File: src/hw/rtl/dlr_pkg.sv
// Shared constants of the DDA line rasterizer.
// No dependencies; the divider and the top level take their defaults from here.
package dlr_pkg;

   localparam int DLR_COORD_BITS    = 12;
   localparam int DLR_FRACTION_BITS = 16;

   localparam logic DLR_ACTION_LOAD = 1'b0;
   localparam logic DLR_ACTION_STEP = 1'b1;

endpackage

File: src/hw/rtl/dlr_div.sv
// Bit-serial restoring divider: (d * 2^FRACTION_BITS) / n, truncated toward zero.
// One quotient bit per cycle through a shift register; depends on dlr_pkg for defaults.
module dlr_div #(
   parameter int COORD_BITS    = dlr_pkg::DLR_COORD_BITS,
   parameter int FRACTION_BITS = dlr_pkg::DLR_FRACTION_BITS
) (
   input  logic                       clock,
   input  logic                       reset,
   input  logic                       start,
   input  logic [COORD_BITS-1:0]      dividend_mag,
   input  logic                       dividend_neg,
   input  logic [COORD_BITS-1:0]      divisor,
   output logic                       busy,
   output logic [FRACTION_BITS+1:0]   quotient
);

   localparam int STEPS = FRACTION_BITS + 1;
   localparam int CNT_W = $clog2(STEPS + 1);

   logic                     busy_ff, busy_in;
   logic [CNT_W-1:0]         cnt_ff, cnt_in;
   logic [COORD_BITS:0]      rem_ff, rem_in;
   logic [COORD_BITS-1:0]    divisor_ff, divisor_in;
   logic                     neg_ff, neg_in;
   logic [FRACTION_BITS-1:0] quo_ff, quo_in;
   logic [FRACTION_BITS+1:0] inc_ff, inc_in;

   logic                     fits;
   logic [COORD_BITS:0]      trial;
   logic [COORD_BITS:0]      rem_kept;
   logic [FRACTION_BITS:0]   quo_full;
   logic [FRACTION_BITS+1:0] quo_ext;

   always_comb begin
      trial    = rem_ff - {1'b0, divisor_ff};
      fits     = (rem_ff >= {1'b0, divisor_ff});
      rem_kept = fits ? trial : rem_ff;
      quo_full = {quo_ff, fits};
      quo_ext  = {1'b0, quo_full};

      busy_in    = busy_ff;
      cnt_in     = cnt_ff;
      rem_in     = rem_ff;
      divisor_in = divisor_ff;
      neg_in     = neg_ff;
      quo_in     = quo_ff;
      inc_in     = inc_ff;

      if (start) begin
         busy_in    = 1'b1;
         cnt_in     = CNT_W'(STEPS);
         rem_in     = {1'b0, dividend_mag};
         divisor_in = divisor;
         neg_in     = dividend_neg;
         quo_in     = '0;
      end else if (busy_ff) begin
         // remainder stays below the divisor, so the shifted value fits
         rem_in = {rem_kept[COORD_BITS-1:0], 1'b0};
         quo_in = quo_full[FRACTION_BITS-1:0];
         cnt_in = cnt_ff - 1'b1;
         if (cnt_ff == CNT_W'(1)) begin
            busy_in = 1'b0;
            inc_in  = neg_ff ? (~quo_ext + 1'b1) : quo_ext;
         end
      end
   end

   always_ff @(posedge clock) begin
      if (reset) begin
         busy_ff <= 1'b0;
         cnt_ff  <= '0;
         inc_ff  <= '0;
      end else begin
         busy_ff <= busy_in;
         cnt_ff  <= cnt_in;
         inc_ff  <= inc_in;
      end
      rem_ff     <= rem_in;
      divisor_ff <= divisor_in;
      neg_ff     <= neg_in;
      quo_ff     <= quo_in;
   end

   assign busy     = busy_ff;
   assign quotient = inc_ff;

endmodule

File: src/hw/rtl/dda_line_rasterizer.sv
// DDA line rasterizer top level: load/step front end, accumulators, pixel output register.
// Depends on dlr_pkg and dlr_div (one bit-serial divider per axis).
// A step's pixel is registered and appears on rsp_ in the cycle after the step transfer.
// Steps are taken one per cycle unless rsp_stall holds the output register; a load with a
// nonzero count holds req_stall while the serial dividers produce one quotient bit per cycle.
// Reset (synchronous): no line pending, increments and accumulators zero, rsp_valid low.
module dda_line_rasterizer #(
   parameter int COORD_BITS    = dlr_pkg::DLR_COORD_BITS,
   parameter int FRACTION_BITS = dlr_pkg::DLR_FRACTION_BITS
) (
   input  logic                         clock,
   input  logic                         reset,
   input  logic                         req_valid,
   output logic                         req_stall,
   input  logic                         req_action,
   input  logic signed [COORD_BITS-1:0] req_start_x,
   input  logic signed [COORD_BITS-1:0] req_start_y,
   input  logic signed [COORD_BITS-1:0] req_end_x,
   input  logic signed [COORD_BITS-1:0] req_end_y,
   output logic                         rsp_valid,
   input  logic                         rsp_stall,
   output logic signed [COORD_BITS-1:0] rsp_pixel_x,
   output logic signed [COORD_BITS-1:0] rsp_pixel_y,
   output logic                         rsp_last_pixel
);

   // accumulator: sign, integer part and fraction
   localparam int ACC_W = COORD_BITS + FRACTION_BITS + 1;
   localparam int INC_W = FRACTION_BITS + 2;

   logic signed [ACC_W-1:0]  accum_x_ff, accum_x_in;
   logic signed [ACC_W-1:0]  accum_y_ff, accum_y_in;
   logic [COORD_BITS:0]      pixels_left_ff, pixels_left_in;
   logic                     rsp_valid_ff, rsp_valid_in;
   logic [COORD_BITS-1:0]    rsp_x_ff, rsp_x_in;
   logic [COORD_BITS-1:0]    rsp_y_ff, rsp_y_in;
   logic                     rsp_last_ff, rsp_last_in;

   logic                     xfer;
   logic                     load_xfer;
   logic                     step_xfer;
   logic                     emit;
   logic [COORD_BITS:0]      dx, dy;
   logic [COORD_BITS-1:0]    dx_mag, dy_mag, count;
   logic                     div_start;
   logic                     busy_x, busy_y;
   logic [INC_W-1:0]         inc_x, inc_y;
   logic [COORD_BITS-1:0]    trunc_x, trunc_y;

   // Truncate an accumulator toward zero: floor, then round up negatives with a fraction.
   function automatic logic [COORD_BITS-1:0] trunc_acc(input logic [ACC_W-1:0] acc);
      logic [COORD_BITS:0] int_part;
      logic                bump;
      int_part  = acc[ACC_W-1:FRACTION_BITS];
      bump      = acc[ACC_W-1] & (|acc[FRACTION_BITS-1:0]);
      trunc_acc = COORD_BITS'(int_part + {{COORD_BITS{1'b0}}, bump});
   endfunction

   // Hold off the sender while a division runs or the output register is stuck.
   assign req_stall = busy_x | busy_y | (rsp_valid_ff & rsp_stall);
   assign xfer      = req_valid & ~req_stall;
   assign load_xfer = xfer & (req_action == dlr_pkg::DLR_ACTION_LOAD);
   assign step_xfer = xfer & (req_action == dlr_pkg::DLR_ACTION_STEP);
   // a step with no line pending drops silently
   assign emit      = step_xfer & (pixels_left_ff != '0);

   // Endpoint deltas and the pixel count max(|dx|, |dy|); |d| always fits COORD_BITS.
   always_comb begin
      logic [COORD_BITS:0] ax, ay;
      dx     = {req_end_x[COORD_BITS-1], req_end_x} - {req_start_x[COORD_BITS-1], req_start_x};
      dy     = {req_end_y[COORD_BITS-1], req_end_y} - {req_start_y[COORD_BITS-1], req_start_y};
      ax     = dx[COORD_BITS] ? (~dx + 1'b1) : dx;
      ay     = dy[COORD_BITS] ? (~dy + 1'b1) : dy;
      dx_mag = ax[COORD_BITS-1:0];
      dy_mag = ay[COORD_BITS-1:0];
      count  = (dx_mag > dy_mag) ? dx_mag : dy_mag;
   end

   // A zero-length line skips the division; its increments are never used.
   assign div_start = load_xfer & (count != '0);

   dlr_div #(
      .COORD_BITS    (COORD_BITS),
      .FRACTION_BITS (FRACTION_BITS)
   ) u_div_x (
      .clock        (clock),
      .reset        (reset),
      .start        (div_start),
      .dividend_mag (dx_mag),
      .dividend_neg (dx[COORD_BITS]),
      .divisor      (count),
      .busy         (busy_x),
      .quotient     (inc_x)
   );

   dlr_div #(
      .COORD_BITS    (COORD_BITS),
      .FRACTION_BITS (FRACTION_BITS)
   ) u_div_y (
      .clock        (clock),
      .reset        (reset),
      .start        (div_start),
      .dividend_mag (dy_mag),
      .dividend_neg (dy[COORD_BITS]),
      .divisor      (count),
      .busy         (busy_y),
      .quotient     (inc_y)
   );

   assign trunc_x = trunc_acc(accum_x_ff);
   assign trunc_y = trunc_acc(accum_y_ff);

   always_comb begin
      accum_x_in     = accum_x_ff;
      accum_y_in     = accum_y_ff;
      pixels_left_in = pixels_left_ff;
      rsp_x_in       = rsp_x_ff;
      rsp_y_in       = rsp_y_ff;
      rsp_last_in    = rsp_last_ff;
      rsp_valid_in   = rsp_valid_ff & rsp_stall;

      if (load_xfer) begin
         // Replace any line in progress: start point in fixed point, count of pixels.
         accum_x_in     = {req_start_x[COORD_BITS-1], req_start_x, {FRACTION_BITS{1'b0}}};
         accum_y_in     = {req_start_y[COORD_BITS-1], req_start_y, {FRACTION_BITS{1'b0}}};
         pixels_left_in = {1'b0, count};
      end else if (emit) begin
         // Emit the current pixel, then advance both accumulators by one increment.
         rsp_valid_in   = 1'b1;
         rsp_x_in       = trunc_x;
         rsp_y_in       = trunc_y;
         rsp_last_in    = (pixels_left_ff == (COORD_BITS+1)'(1));
         accum_x_in     = accum_x_ff + {{(ACC_W-INC_W){inc_x[INC_W-1]}}, inc_x};
         accum_y_in     = accum_y_ff + {{(ACC_W-INC_W){inc_y[INC_W-1]}}, inc_y};
         pixels_left_in = pixels_left_ff - 1'b1;
      end
   end

   always_ff @(posedge clock) begin
      if (reset) begin
         accum_x_ff     <= '0;
         accum_y_ff     <= '0;
         pixels_left_ff <= '0;
         rsp_valid_ff   <= 1'b0;
      end else begin
         accum_x_ff     <= accum_x_in;
         accum_y_ff     <= accum_y_in;
         pixels_left_ff <= pixels_left_in;
         rsp_valid_ff   <= rsp_valid_in;
      end
      rsp_x_ff    <= rsp_x_in;
      rsp_y_ff    <= rsp_y_in;
      rsp_last_ff <= rsp_last_in;
   end

   assign rsp_valid      = rsp_valid_ff;
   assign rsp_pixel_x    = rsp_x_ff;
   assign rsp_pixel_y    = rsp_y_ff;
   assign rsp_last_pixel = rsp_last_ff;

endmodule
File: config.mk
export PLATFORM = sky130hd
export DESIGN_NAME = dda_line_rasterizer
export DESIGN_NICKNAME = d
export VERILOG_FILES = /design/src/hw/rtl/dlr_pkg.sv /design/src/hw/rtl/dlr_div.sv /design/src/hw/rtl/dda_line_rasterizer.sv
export SDC_FILE = /design/constraint.sdc
export NUM_CORES = 1
export LEC_CHECK = 0
export ABC_AREA = 1
export BUFFER_PORTS_ARGS = -buffer_cell sky130_fd_sc_hd__buf_4
export CAP_MARGIN = 20
export CORE_AREA = 2 2 181 183
export CTS_BUF_LIST = sky130_fd_sc_hd__clkbuf_8 sky130_fd_sc_hd__clkbuf_16
export DETAILED_ROUTE_END_ITERATION = 7
export DIE_AREA = 0 0 183 185
export PLACE_DENSITY_LB_ADDON = 0.05
export SLEW_MARGIN = 0
export SYNTH_ARGS = -nofsm -noshare
export SYNTH_HDL_FRONTEND = slang
export SYNTH_HIERARCHICAL = 1
export SYNTH_SLANG_ARGS = --single-unit
File: constraint.sdc
create_clock -name clock -period 10.3 [get_ports clock]
set_input_delay 2.06 -clock clock [delete_from_list [all_inputs] [get_ports clock]]
set_output_delay 2.06 -clock clock [all_outputs]
set_load 0.005 [all_outputs]
**After elaboration in Yosys (flattened, before gate mapping)**

Cells that the tools add are included.

- Add/sub/neg operators: 15
- $lt $le $gt $ge: 3
- Eq/ne operators: 3
- Muxes and demuxes: 29
- Bitwise operators: 18
- Reductions and logical operators: 12

Operators by type and width:

| kind | count |
|---|---|
| 2-to-1 mux 12 bit | 11 |
| 2-to-1 mux 29 bit | 4 |
| adder 29 bit | 2 |
| adder 18 x 1 -> 18 bit (second input constant) | 2 |
| 2-to-1 mux 18 bit | 2 |
| inverter 17 -> 18 bit | 2 |
| OR reduction 16 bit | 2 |
| greater-or-equal comparator 13 x 12 -> 1 bit | 2 |
| subtractor 12 x 12 -> 13 bit | 2 |
| adder 12 x 1 -> 12 bit | 2 |
| adder 12 x 1 -> 12 bit (second input constant) | 2 |
| inverter 12 bit | 2 |
| subtractor 12 bit | 2 |
| 2-to-1 mux 5 bit | 4 |
| == test 13 x 1 -> 1 bit (second input constant) | 1 |
| nonzero test 13 bit | 1 |
| subtractor 13 x 1 -> 13 bit (second input constant) | 1 |
| > comparator 12 bit | 1 |
| nonzero test 12 bit | 1 |
| == test 5 x 1 -> 1 bit (second input constant) | 2 |
| subtractor 5 x 1 -> 5 bit (second input constant) | 2 |
| bitwise AND 1 bit | 8 |
| 2-to-1 mux 1 bit | 8 |
| AND reduction 3 bit | 2 |
| other kinds (5) | 12 |

- Register bits after elaboration: 217
- Input port bits: 53
- Output and inout bits: 27
- Word-level logic and storage cells: 107

**Depth between registers and ports, before layout**

- Depth in word-level cells: 10
- Gate-level depth with buffers: 42
- Depth with buffers taken out: 41

**By module**

The synthesis kept the hierarchy.

Modules (own cells, without submodules):

| module | times used | cells an instance | area each (um^2) | seq. area each (um^2) |
|---|---|---|---|---|
| dda_line_rasterizer | 1 | 1628 | 10202.3 | 2192.1 |
| dlr_div (u_div_x) | 1 | 442 | 3552.2 | 1571.5 |
| dlr_div (u_div_y) | 1 | 441 | 3552.2 | 1571.5 |

**Worst setup path after synthesis**

No wires, ideal clock.

- Kind: input port to flip-flop
- From: input req_end_y[0]
- To: register u_div_x.rem_ff[0] (enable)
- Data arrival time: 8.031 ns
- Path slack: 1.931 ns
- Cell stages on the path: 37
- Path buffers: 3
- Cells stage by stage: inv_1 -> ha_1 -> fa_1 -> inv_1 -> nand3_1 -> nand2_2 -> nand2_2 -> nand2_2 -> nand2_2 -> nand2_1 -> nand2_2 -> nand2_4 -> buf_8 -> nand2_1 -> nand2_1 -> nand2_1 -> nand2_1 -> inv_1 -> ha_1 -> nand2_1 -> inv_1 -> nand3_1 -> nor2_1 -> inv_1 -> o21ai_2 -> inv_1 -> buf_2 -> nand2_1 -> nand2_1 -> nand2_1 -> nor2_1 -> nand3_1 -> nor2_1 -> nor2_1 -> clkinv_1 -> nand2_1 -> buf_2

RTL lines:

| what | RTL line | text |
|---|---|---|
| from (decl) | dda_line_rasterizer.sv:19 | `input logic signed [COORD_BITS-1:0] req_end_y,` |
| subtractor 12 x 12 -> 13 bit * | dda_line_rasterizer.sv:71 | `dy = {req_end_y[COORD_BITS-1], req_end_y} - {req_start_y[COORD_BITS-1], req_start_y};` |
| via dy[12] | dda_line_rasterizer.sv:43 | `logic [COORD_BITS:0] dx, dy;` |
| 2-to-1 mux 12 bit * | dda_line_rasterizer.sv:73 | `ay = dy[COORD_BITS] ? (~dy + 1'b1) : dy;` |
| via dy_mag[11] | dda_line_rasterizer.sv:44 | `logic [COORD_BITS-1:0] dx_mag, dy_mag, count;` |
| > comparator 12 bit | dda_line_rasterizer.sv:76 | `count = (dx_mag > dy_mag) ? dx_mag : dy_mag;` |
| 2-to-1 mux 12 bit * | dda_line_rasterizer.sv:76 |  |
| nonzero test 12 bit * | dda_line_rasterizer.sv:80 | `assign div_start = load_xfer & (count != '0);` |
| bitwise AND 1 bit * | dda_line_rasterizer.sv:80 |  |
| via div_start | dda_line_rasterizer.sv:45 | `logic div_start;` |
| nonzero test 2 bit (no line) * | -- |  |
| to (signal assigned) | dlr_div.sv:78 | `rem_ff <= rem_in;` |
| to (decl) | dlr_div.sv:22 | `logic [COORD_BITS:0] rem_ff, rem_in;` |

The timed path passes the listed nets; every way through them passes the cells marked *.
A chain may end at the register's enable or synchronous reset.

**Worst setup path after layout**

- From: input req_start_x[0]
- To: register u_div_y.rem_ff[4] (enable)

- Word-level cells in the longest chain between the ends: 9

Ends and longest elaborated chain:

| what | RTL line | text |
|---|---|---|
| from (decl) | dda_line_rasterizer.sv:16 | `input logic signed [COORD_BITS-1:0] req_start_x,` |
| subtractor 12 x 12 -> 13 bit * | dda_line_rasterizer.sv:70 | `dx = {req_end_x[COORD_BITS-1], req_end_x} - {req_start_x[COORD_BITS-1], req_start_x};` |
| inverter 12 bit | dda_line_rasterizer.sv:72 | `ax = dx[COORD_BITS] ? (~dx + 1'b1) : dx;` |
| adder 12 x 1 -> 12 bit | dda_line_rasterizer.sv:72 |  |
| 2-to-1 mux 12 bit * | dda_line_rasterizer.sv:72 |  |
| via dx_mag[10] | dda_line_rasterizer.sv:44 |  |
| > comparator 12 bit * | dda_line_rasterizer.sv:76 |  |
| 2-to-1 mux 12 bit * | dda_line_rasterizer.sv:76 |  |
| via count[4] | dda_line_rasterizer.sv:44 |  |
| nonzero test 12 bit * | dda_line_rasterizer.sv:80 |  |
| bitwise AND 1 bit * | dda_line_rasterizer.sv:80 |  |
| via div_start | dda_line_rasterizer.sv:45 |  |
| nonzero test 2 bit (no line) * | -- |  |
| to (signal assigned) | dlr_div.sv:78 |  |
| to (decl) | dlr_div.sv:22 |  |

Marks and branches as above.

==> impl_metrics.toml <==
[outcome]
outcome = "finished clean"

[critical_path]
end_kind = "flip-flop"
cp.arrival_ps = 8170
crit_top_cell = "inv_1"
max_stage_delay_ps = 870
required_ps = 10470
worst-setup-path-type = "primary input to flip-flop"
cp_max_fo = 28
crit_path_top_delay_cell = "nand2_1"
reg2regPathDepth = 9
start_kind = "primary input"

[logic_synthesis]
yosysSeqAreaShare_pct = 30.83
synth_common_cells = "586 x nand2_1, 388 x inv_1, 234 x nor2_1, 162 x nand3_1, 154 x dfxtp_1"
ys.flop_type = "dfxtp_1"
yosysTopAreaCell = "dfxtp_1"
netlist_top_cells_area = "dfxtp_1 18%, edfxtp_1 13%, nand2_1 13%, ha_1 9.5%, inv_1 8.4%"
yosys_warnings = 6
synthCells = 2511
ys_ff_latch = 229
ys_types = 56
synthMostInstantiatedCell = "nand2_1"
async_flop_share_pct = 0
synth.avg_cell_area_sq_um = 6.892
synth-edff-count = 75
synth_top_area_share_pct = 17.81
syn_nets = 2702
syn_area_sq_mm = 0.01731

[clocking]
clock_latency_ps = 550
htreeDepth = 1
postCtsResizedCells = 0
postCtsSetupRepairBufs = 0
cts_made_buffers = 27
cts_hold_buf = 0
cts.sinks = 229
cts.clk_slew.worst_paths_ps = 60
cts-root-buf = "clkbuf_16"
cts_tree = "yes"
clock_path_buffers = 3

[global_route]
grt_first_pass_wirelength_um = 78630
track_usage_pct = 28.87
grt_overflow = 0
grt_pass1_vias = 15080
antenna_found_initial = 0
grt_max_degree = 74

[route]
first_pass_iters = 5
drc = 0
ant_nets = 0
vias = 16310
routedWlPerCell_um = 16.26
viasPerCell = 5.426
drt-initial-drc-count = 1116
drt-total-wl_um = 48870

[power]
p_int_mw = 2.319
comb_power_share_pct = 44.0
leakagePower_nw = 9.327
clock_power_share_pct = 24.8
switchingPower_mw = 1.666
pwr-share-seq_pct = 31.3
power.share.switching_pct = 41.80
ir_drop_mv = 0.1188
p_per_area_mw_per_mm2 = 208.2

[min_path]
hold_class = "flip-flop to flip-flop"
min_path_cells = 2

[sta]
period_minus_slack_ps = 8001
final-setup-viol-count = 0
rsz0062_at_grt = "false"
hold_viol = 0
max_freq_ghz = 0.1250
holdWs_ps = 470.7
tns_ps = 0
finalCritPeriodShare_pct = 77.68
slew_headroom_pct = 25.92
fin_skew_ps = 14.72
report.final.slew_viol_count = 0
worst_pin_slew_ps = 1109

[layout]
finalNetCount = 2768
drive_above_1_share_pct = 8.853
syn_to_final_growth_pct = 10.59
num_antenna_cells = 0

[floorplan]
dieArea_sq_mm = 0.03386
fp.dieW_um = 183
fp.coreArea_sq_mm = 0.03204
start_util_pct = 54.01
num_rows = 66
fp.dieH_um = 185
ios = 80

[place]
place_hpwl_um = 37980
io_buffers = 79
gp_congestion = 0.9146

[job]
maxCapViolations = 0
[critical path, delay by kind of cell]
kind,cells,cell delay (ps)
adder cells (fa/ha/maj),4,1110
buffers and inverters,10,1600
AO/OA/AOI/OAI,2,810
AND/OR/NAND/NOR,15,2550
[sequential cells by signal (all words and copies together) (netlist names), 13 cells and up]
name / cells
accum_x_ff: 29
accum_y_ff: 29
u_div_x/quotient: 18
u_div_y/quotient: 18
u_div_x/quo_ff: 16
u_div_y/quo_ff: 16
pixels_left_ff: 13
u_div_x/rem_ff: 13
u_div_y/rem_ff: 13
[power groups by stage]
stage	Clock [mW]	Sequential, mW	Combinational [mW]
2_1_floorplan	0	1.23	1.33
3_3_place_gp	0	1.26	1.71
3_5_place_dp	0	1.26	1.73
4_1_cts	1.00	1.24	1.74
5_1_grt	1.03	1.26	1.97
6_report	0.987	1.25	1.75
[final cells by class]
class	count	area (sq um)
Sequential cell	229	5335
Tap cell	408	510.5
Clock inverter	22	226.5
Timing Repair Buffer	88	680.7
Fill cell	3061	12900
Multi-Input combinational cell	1827	10170
Inverter	404	1528
Clock buffer	28	689.4
[cells by family after synthesis]
kind of cell | after synthesis | synth area share (%)
xor+xnor | 81 | 4.099
flops | 229 | 30.83
buf+inv | 455 | 10.47
compound gates | 483 | 15.92
simple gates | 1125 | 28.45
fa+ha+maj | 138 | 10.24
[metrics by stage]
stage / setup slack [ps] / instances / utilization [%] / cell area (sq um) / total power, mW
2_1_floorplan: 1931 / 2511 / - / 17310 / 2.559
3_3_place_gp: 1993 / 2955 / 56.79 / 18200 / 2.963
3_5_place_dp: 1802 / 2956 / 56.88 / 18220 / 2.992
4_1_cts: 2372 / 3006 / 59.74 / 19140 / 3.986
5_1_grt: 1698 / 3006 / 59.74 / 19140 / 4.269
6_report: 2299 / 3006 / 59.74 / 19140 / 3.985
[metal layers]
metal | wire length, um | global-route usage [%]
met1 | 24330 | 42.36
met5 | 0 | 0
met3 | 2451 | 2.517
met4 | 777 | 5.088
met2 | 21310 | 46.82
[worst paths after layout]
| path | from | end | slack (ps) |
|---|---|---|---|
| setup / recovery | req_start_x[0] | u_div_y/rem_ff[4] | 2300 |
| hold / removal | u_div_x/quo_ff[10] | u_div_x/quotient[11] | 470 |
| setup reg to reg | u_div_x/busy | u_div_y/rem_ff[4] | 6590 |
| hold reg to reg | u_div_x/quo_ff[10] | u_div_x/quotient[11] | 470 |
[cells in the final DEF (no fill, tap or decap), drive strengths merged, types with 65 or more instances in the layout]
| cell type | Yosys | final |
|---|---|---|
| nand2 | 609 | 609 |
| nand3 | 178 | 178 |
| a21oi | 162 | 162 |
| dfxtp | 154 | 154 |
| buf | 29 | 88 |
| inv | 402 | 408 |
| ha | 132 | 132 |
| xor2 | 65 | 65 |
| edfxtp | 75 | 75 |
| o21ai | 176 | 176 |
| nor2 | 245 | 245 |
(Power assumes the default switching activity.)
